## config.mk

```make
export PLATFORM = sky130hd
export DESIGN_NAME = svd_cordic
export DESIGN_NICKNAME = d
export VERILOG_FILES = /design/src/rtl/core/svd_pkg.sv /design/src/rtl/core/svd_cordic.sv
export SDC_FILE = /design/constraint.sdc
export NUM_CORES = 1
export LEC_CHECK = 0
export ABC_AREA = 1
export BUFFER_PORTS_ARGS = -buffer_cell sky130_fd_sc_hd__buf_2
export CAP_MARGIN = 25
export CORE_MARGIN = 5
export CORE_UTILIZATION = 50
export CTS_CLUSTER_SIZE = 12
export DETAILED_ROUTE_END_ITERATION = 8
export PLACE_DENSITY = 0.76
export REMOVE_ABC_BUFFERS = 1
export SYNTH_ARGS = -nofsm -noshare
export SYNTH_HDL_FRONTEND = slang
export SYNTH_SLANG_ARGS = --single-unit
```

## constraint.sdc

```tcl
create_clock -name clk -period 6.28 [get_ports clk]
set_clock_uncertainty 0.1 [all_clocks]
set_input_delay 0.942 -clock clk [delete_from_list [all_inputs] [get_ports clk]]
set_output_delay 0.942 -clock clk [all_outputs]
set_load 0.1 [all_outputs]
```

## src/rtl/core/svd_pkg.sv

```systemverilog
// ----------------------------------------------------------------------------
// svd_pkg: shared types for the vessel dynamics step
// Operand and accumulator widths and the micro-operation word that the
// sequencer hands to the multiply-accumulate unit.
// ----------------------------------------------------------------------------
package svd_pkg;

  localparam int MUL_W = 34;
  localparam int ACC_W = 72;
  localparam int SH_W  = 6;

  typedef struct packed {
    logic signed [MUL_W-1:0] a;
    logic signed [MUL_W-1:0] b;
    logic [SH_W-1:0]         sh;
    logic                    clr;
    logic                    neg;
  } op_t;

endpackage

```

## src/rtl/core/svd_cordic.sv

```systemverilog
// ----------------------------------------------------------------------------
// svd_cordic: iterative sine and cosine
// Folds a binary angle into one half turn, then runs sixteen rotation steps,
// one per cycle. Outputs are Q4.30.
// ----------------------------------------------------------------------------
module svd_cordic
  import svd_pkg::*;
(
  input  logic                    clk,
  input  logic                    rst_n,
  input  logic                    start,
  input  logic [31:0]             angle,
  output logic signed [MUL_W-1:0] cos_o,
  output logic signed [MUL_W-1:0] sin_o,
  output logic                    done
);

  localparam logic signed [MUL_W-1:0] GAIN = 34'sd652032874;
  localparam logic signed [MUL_W-1:0] QTR  = 34'sd1073741824;
  localparam logic signed [MUL_W-1:0] HALF = 34'sd2147483648;
  localparam logic [31:0] ATAN [16] = '{
    32'd536870912, 32'd316933406, 32'd167458907, 32'd85004756,
    32'd42667331, 32'd21354465, 32'd10679838, 32'd5340245,
    32'd2670163, 32'd1335087, 32'd667544, 32'd333772,
    32'd166886, 32'd83443, 32'd41722, 32'd20861
  };

  logic signed [MUL_W-1:0] x_r, y_r, z_r;
  logic signed [MUL_W-1:0] z0, dx, dy, at;
  logic                    neg_r, busy_r, done_r;
  logic [3:0]              idx_r;

  always_comb begin
    z0 = $signed({{2{angle[31]}}, angle});
    dx = y_r >>> idx_r;
    dy = x_r >>> idx_r;
    at = $signed({2'b00, ATAN[idx_r]});
  end

  always_ff @(posedge clk) begin
    if (!rst_n) begin
      busy_r <= 1'b0;
      done_r <= 1'b0;
      idx_r  <= '0;
    end else if (start) begin
      x_r    <= GAIN;
      y_r    <= '0;
      idx_r  <= '0;
      busy_r <= 1'b1;
      done_r <= 1'b0;
      if (z0 > QTR) begin
        z_r   <= z0 - HALF;
        neg_r <= 1'b1;
      end else if (z0 < -QTR) begin
        z_r   <= z0 + HALF;
        neg_r <= 1'b1;
      end else begin
        z_r   <= z0;
        neg_r <= 1'b0;
      end
    end else if (busy_r) begin
      if (z_r >= 0) begin
        x_r <= x_r - dx;
        y_r <= y_r + dy;
        z_r <= z_r - at;
      end else begin
        x_r <= x_r + dx;
        y_r <= y_r - dy;
        z_r <= z_r + at;
      end
      idx_r <= idx_r + 4'd1;
      if (idx_r == 4'd15) begin
        busy_r <= 1'b0;
        done_r <= 1'b1;
      end
    end
  end

  assign cos_o = neg_r ? -x_r : x_r;
  assign sin_o = neg_r ? -y_r : y_r;
  assign done  = done_r;

endmodule

```

==> reports/summary.md <==
## GRT
• 18509 — vias in the first global route
• 30.81% — overall routing resource usage
• 0 — antenna violations before repair
• 0 — overall overflow remaining after global route
• 79 — maximum number of pins on one net before global-route repair
• 96.48 mm — global-route wire length before repair

## Timing
• 400.6 ps — worst hold margin
• 0 — pins over their slew limit
• 0 — hold violation count in the final report
• 30.90% — Rel. slew slack
• 0 — number of setup violations in the final report
• 5510 ps — post-layout minimum cycle time
• 1035 ps — Worst Max-Slew Pin Slew
• 87.74% — Period Utilization, post-route
• false — RSZ-0062 raised after global routing
• 181.5 MHz — Fmax

## Layout
• 3605 — Layout fillers
• 53.34% — fin util
• 6.058% — Area growth, synth to finish
• 0 — Antenna diodes
• 3051 — Nets
• 7.470% — layout cells sized above 1

## Power and ir drop
• 487.2 nW/um^2 — power density over cell area
• 76.5% — relative contribution of combinational cells to total power
• 16.6% — part of the power in registers
• 6.9% — Clock power frac
• 3.310 mW — internal power component
• 8.486 nW — leakage power of the design
• 0.4572 mV — VDD IR max
• 62.94% — Switching Fraction
• 8.933 mW — Final Power
• 5.622 mW — power dissipated by switching net loads

## CTS
• 0 — quantity of hold-fixing buffers added after cts
• sky130_fd_sc_hd__clkbuf_16 — CTS Root Cell
• 400 ps — insertion delay of the later-clocked pin in the worst-skew pair
• 2 — CTS Buffer Depth
• 9 — number of buffers inserted during clock tree synthesis
• 90 ps — clock slew at reported path FFs
• done — TritonCTS clock tree
• 3 — H-tree depth reported by CTS
• 0 — post-CTS sizing
• 0 — Post-CTS Setup Bufs
• 109 — TritonCTS sink count

## Routing
• 5.324 mm — Met3 Wirelength
• 0 — residual DRC count
• 27.49 mm — wire length on met1
• met4 — top layer used by detailed routing
• 6 — number of iterations in the first detailed-routing pass
• 19913 — routed vias
• 61.14 mm — WL final
• 0 — number of routed nets with antenna violations
• 5.926 — post-detailed-route via-to-cell ratio
• 18.20 um — routed wirelength normalized by instance count
• 27.06 mm — met2 routed wirelength
• 2151 — number of design-rule violations left by the first detailed-router iteration

## Synth
• sky130_fd_sc_hd__nand2_1 — dominant cell by count in the synthesized netlist
• sky130_fd_sc_hd__edfxtp_1 (18%), sky130_fd_sc_hd__nand2_1 (17%), sky130_fd_sc_hd__nand3_1 (11%) — largest cells by area after synthesis
• sky130_fd_sc_hd__edfxtp_1 — leading register cell type out of synthesis
• 56 — Synth cell types
• 0 — Yosys warning count
• 2865 — Mapped Cells
• 17.89% — Yosys top cell area share
• 17290 sq um — area of the mapped netlist
• sky130_fd_sc_hd__nand2_1 (782), sky130_fd_sc_hd__nand3_1 (374), sky130_fd_sc_hd__nor2_1 (315) — commonest cells in the synthesized netlist
• 103 — number of enable flip-flop cells after synthesis
• sky130_fd_sc_hd__edfxtp_1 — cell taking the most area after synthesis
• 6.034 sq um — per-instance average area after synthesis
• 0% — async set or reset register ratio after synthesis
• 18.59% — sequential share of the synthesized area
• 109 — number of storage elements in the synthesis netlist

## Setup path
• 23 — critical path fanouts, max
• 650 ps — Max stage delay on crit path
• register — critical path launch point type
• simple AND/OR/NAND/NOR gates — Largest delay share family, worst path
• reg -> reg — WS Path Type
• 5570 ps — Worst Path Arrival
• sky130_fd_sc_hd__dfxtp_2 — worst-path cell with the longest stage delay
• 6340 ps — required time of the critical path
• 3 — crit path buf inv count
• sky130_fd_sc_hd__nand2_1 — most frequent cell on the critical path
• register — CP endpoint kind

## Die
• 68 — number of cell rows
• 195.9 um — Chip Width
• 38390 sq um — area of the die
• 104 — number of primary I/O pins
• 50.29% — starting utilization of the core area
• 34370 sq um — Core Region
• 195.9 um — height of the die

## Place
• 103 — Port Buf Inserts
• 0.9998 — Final Wtd Congestion
• 48.18 mm — detailed placement HPWL

## Worst hold path
• reg -> reg — worst hold path type

## Run status
• completed — outcome

## Run
• 0 — number of max-capacitance violations reported

cells in the final DEF, fill, tap and decap left out, types with 7 or more instances in the layout:
cell                          n
sky130_fd_sc_hd__clkbuf_16    9
sky130_fd_sc_hd__nor3_1      32
sky130_fd_sc_hd__o21ai_1     14
sky130_fd_sc_hd__o21ai_0    183
sky130_fd_sc_hd__ha_1       113
sky130_fd_sc_hd__xnor2_1     52
sky130_fd_sc_hd__a21oi_1    210
sky130_fd_sc_hd__nor4_1      19
sky130_fd_sc_hd__nand2_1    781
sky130_fd_sc_hd__o21bai_1    18
sky130_fd_sc_hd__a21oi_2      8
sky130_fd_sc_hd__edfxtp_1   103
sky130_fd_sc_hd__a21o_1       8
sky130_fd_sc_hd__xor2_1      93
sky130_fd_sc_hd__nand3b_1    13
sky130_fd_sc_hd__nand3_1    374
sky130_fd_sc_hd__nor2_1     315
sky130_fd_sc_hd__a31oi_1      9
sky130_fd_sc_hd__nand2_2      7
sky130_fd_sc_hd__buf_4       18
sky130_fd_sc_hd__inv_1      248
sky130_fd_sc_hd__nand4_1     28
sky130_fd_sc_hd__inv_2        7
sky130_fd_sc_hd__or2_2       24
sky130_fd_sc_hd__o31ai_1     11
sky130_fd_sc_hd__buf_2      103
sky130_fd_sc_hd__nor2_2       9
sky130_fd_sc_hd__o21a_1      19
power by group through the flow:
stage / registers, mW / clock network, mW / logic (mW)
floorplan: 1.35 / 0 / 5.24
global placement: 1.48 / 0 / 6.59
detailed placement: 1.48 / 0 / 6.68
CTS: 1.47 / 0.620 / 6.71
global route: 1.50 / 0.651 / 7.50
finish: 1.48 / 0.620 / 6.83
final timing paths:
kind | start | to | slack (ps) | depth (start not counted)
worst max-delay path | idx_r[1] | z_r[29] | 770 | 25
worst min-delay path | done | done | 400 | 2
worst max register to register | idx_r[1] | z_r[29] | 770 | 25
worst min register to register | done | done | 400 | 2
stage by stage:
step                      setup slack (ps)  cells  setup TNS, ps  area, sq um
after floorplan                     -147.1   2766         -367.6        16780
after global placement                1154   3344              0        18050
after detailed placement             965.3   3344              0        18050
after CTS                            949.7   3360              0        18330
after global routing                 316.7   3360              0        18330
final                                769.9   3360              0        18330
cell type report:
type	instances	area, sq um	share of cell area (%)
Clock buffer	9	225.2	1.228
Clock inverter	7	56.30	0.3071
Inverter	259	977.2	5.330
Multi-Input combinational cell	2398	12600	68.71
Sequential cell	109	3218	17.55
Tap cell	455	569.3	3.105
Timing Repair Buffer	123	690.7	3.767
worst min-delay path: stages (launching register included):
cell and delay, ps:
sky130_fd_sc_hd__dfxtp_1 340, sky130_fd_sc_hd__a21oi_1 40, sky130_fd_sc_hd__nor2_1 80
sequential cells by signal (all words and copies together) (netlist names):
name    flops
busy_r      1
done        1
idx_r       4
neg_r       1
x_r        34
y_r        34
z_r        34
cell families after synthesis:
family	share of synthesized area, %
AO/OA/AOI/OAI	16.73
XOR/XNOR	7.347
adder cells (fa/ha/maj)	8.526
buffers and inverters	8.584
flip-flops	18.59
AND/OR/NAND/NOR	40.22
layer usage:
layer,vias to the layer above,global-route usage [%]
met5,-,0
met4,0,7.758
met3,90,3.383
met2,887,48.92
met1,9215,44.83
li1,9721,-
Power figures use the tool's default switching activity.
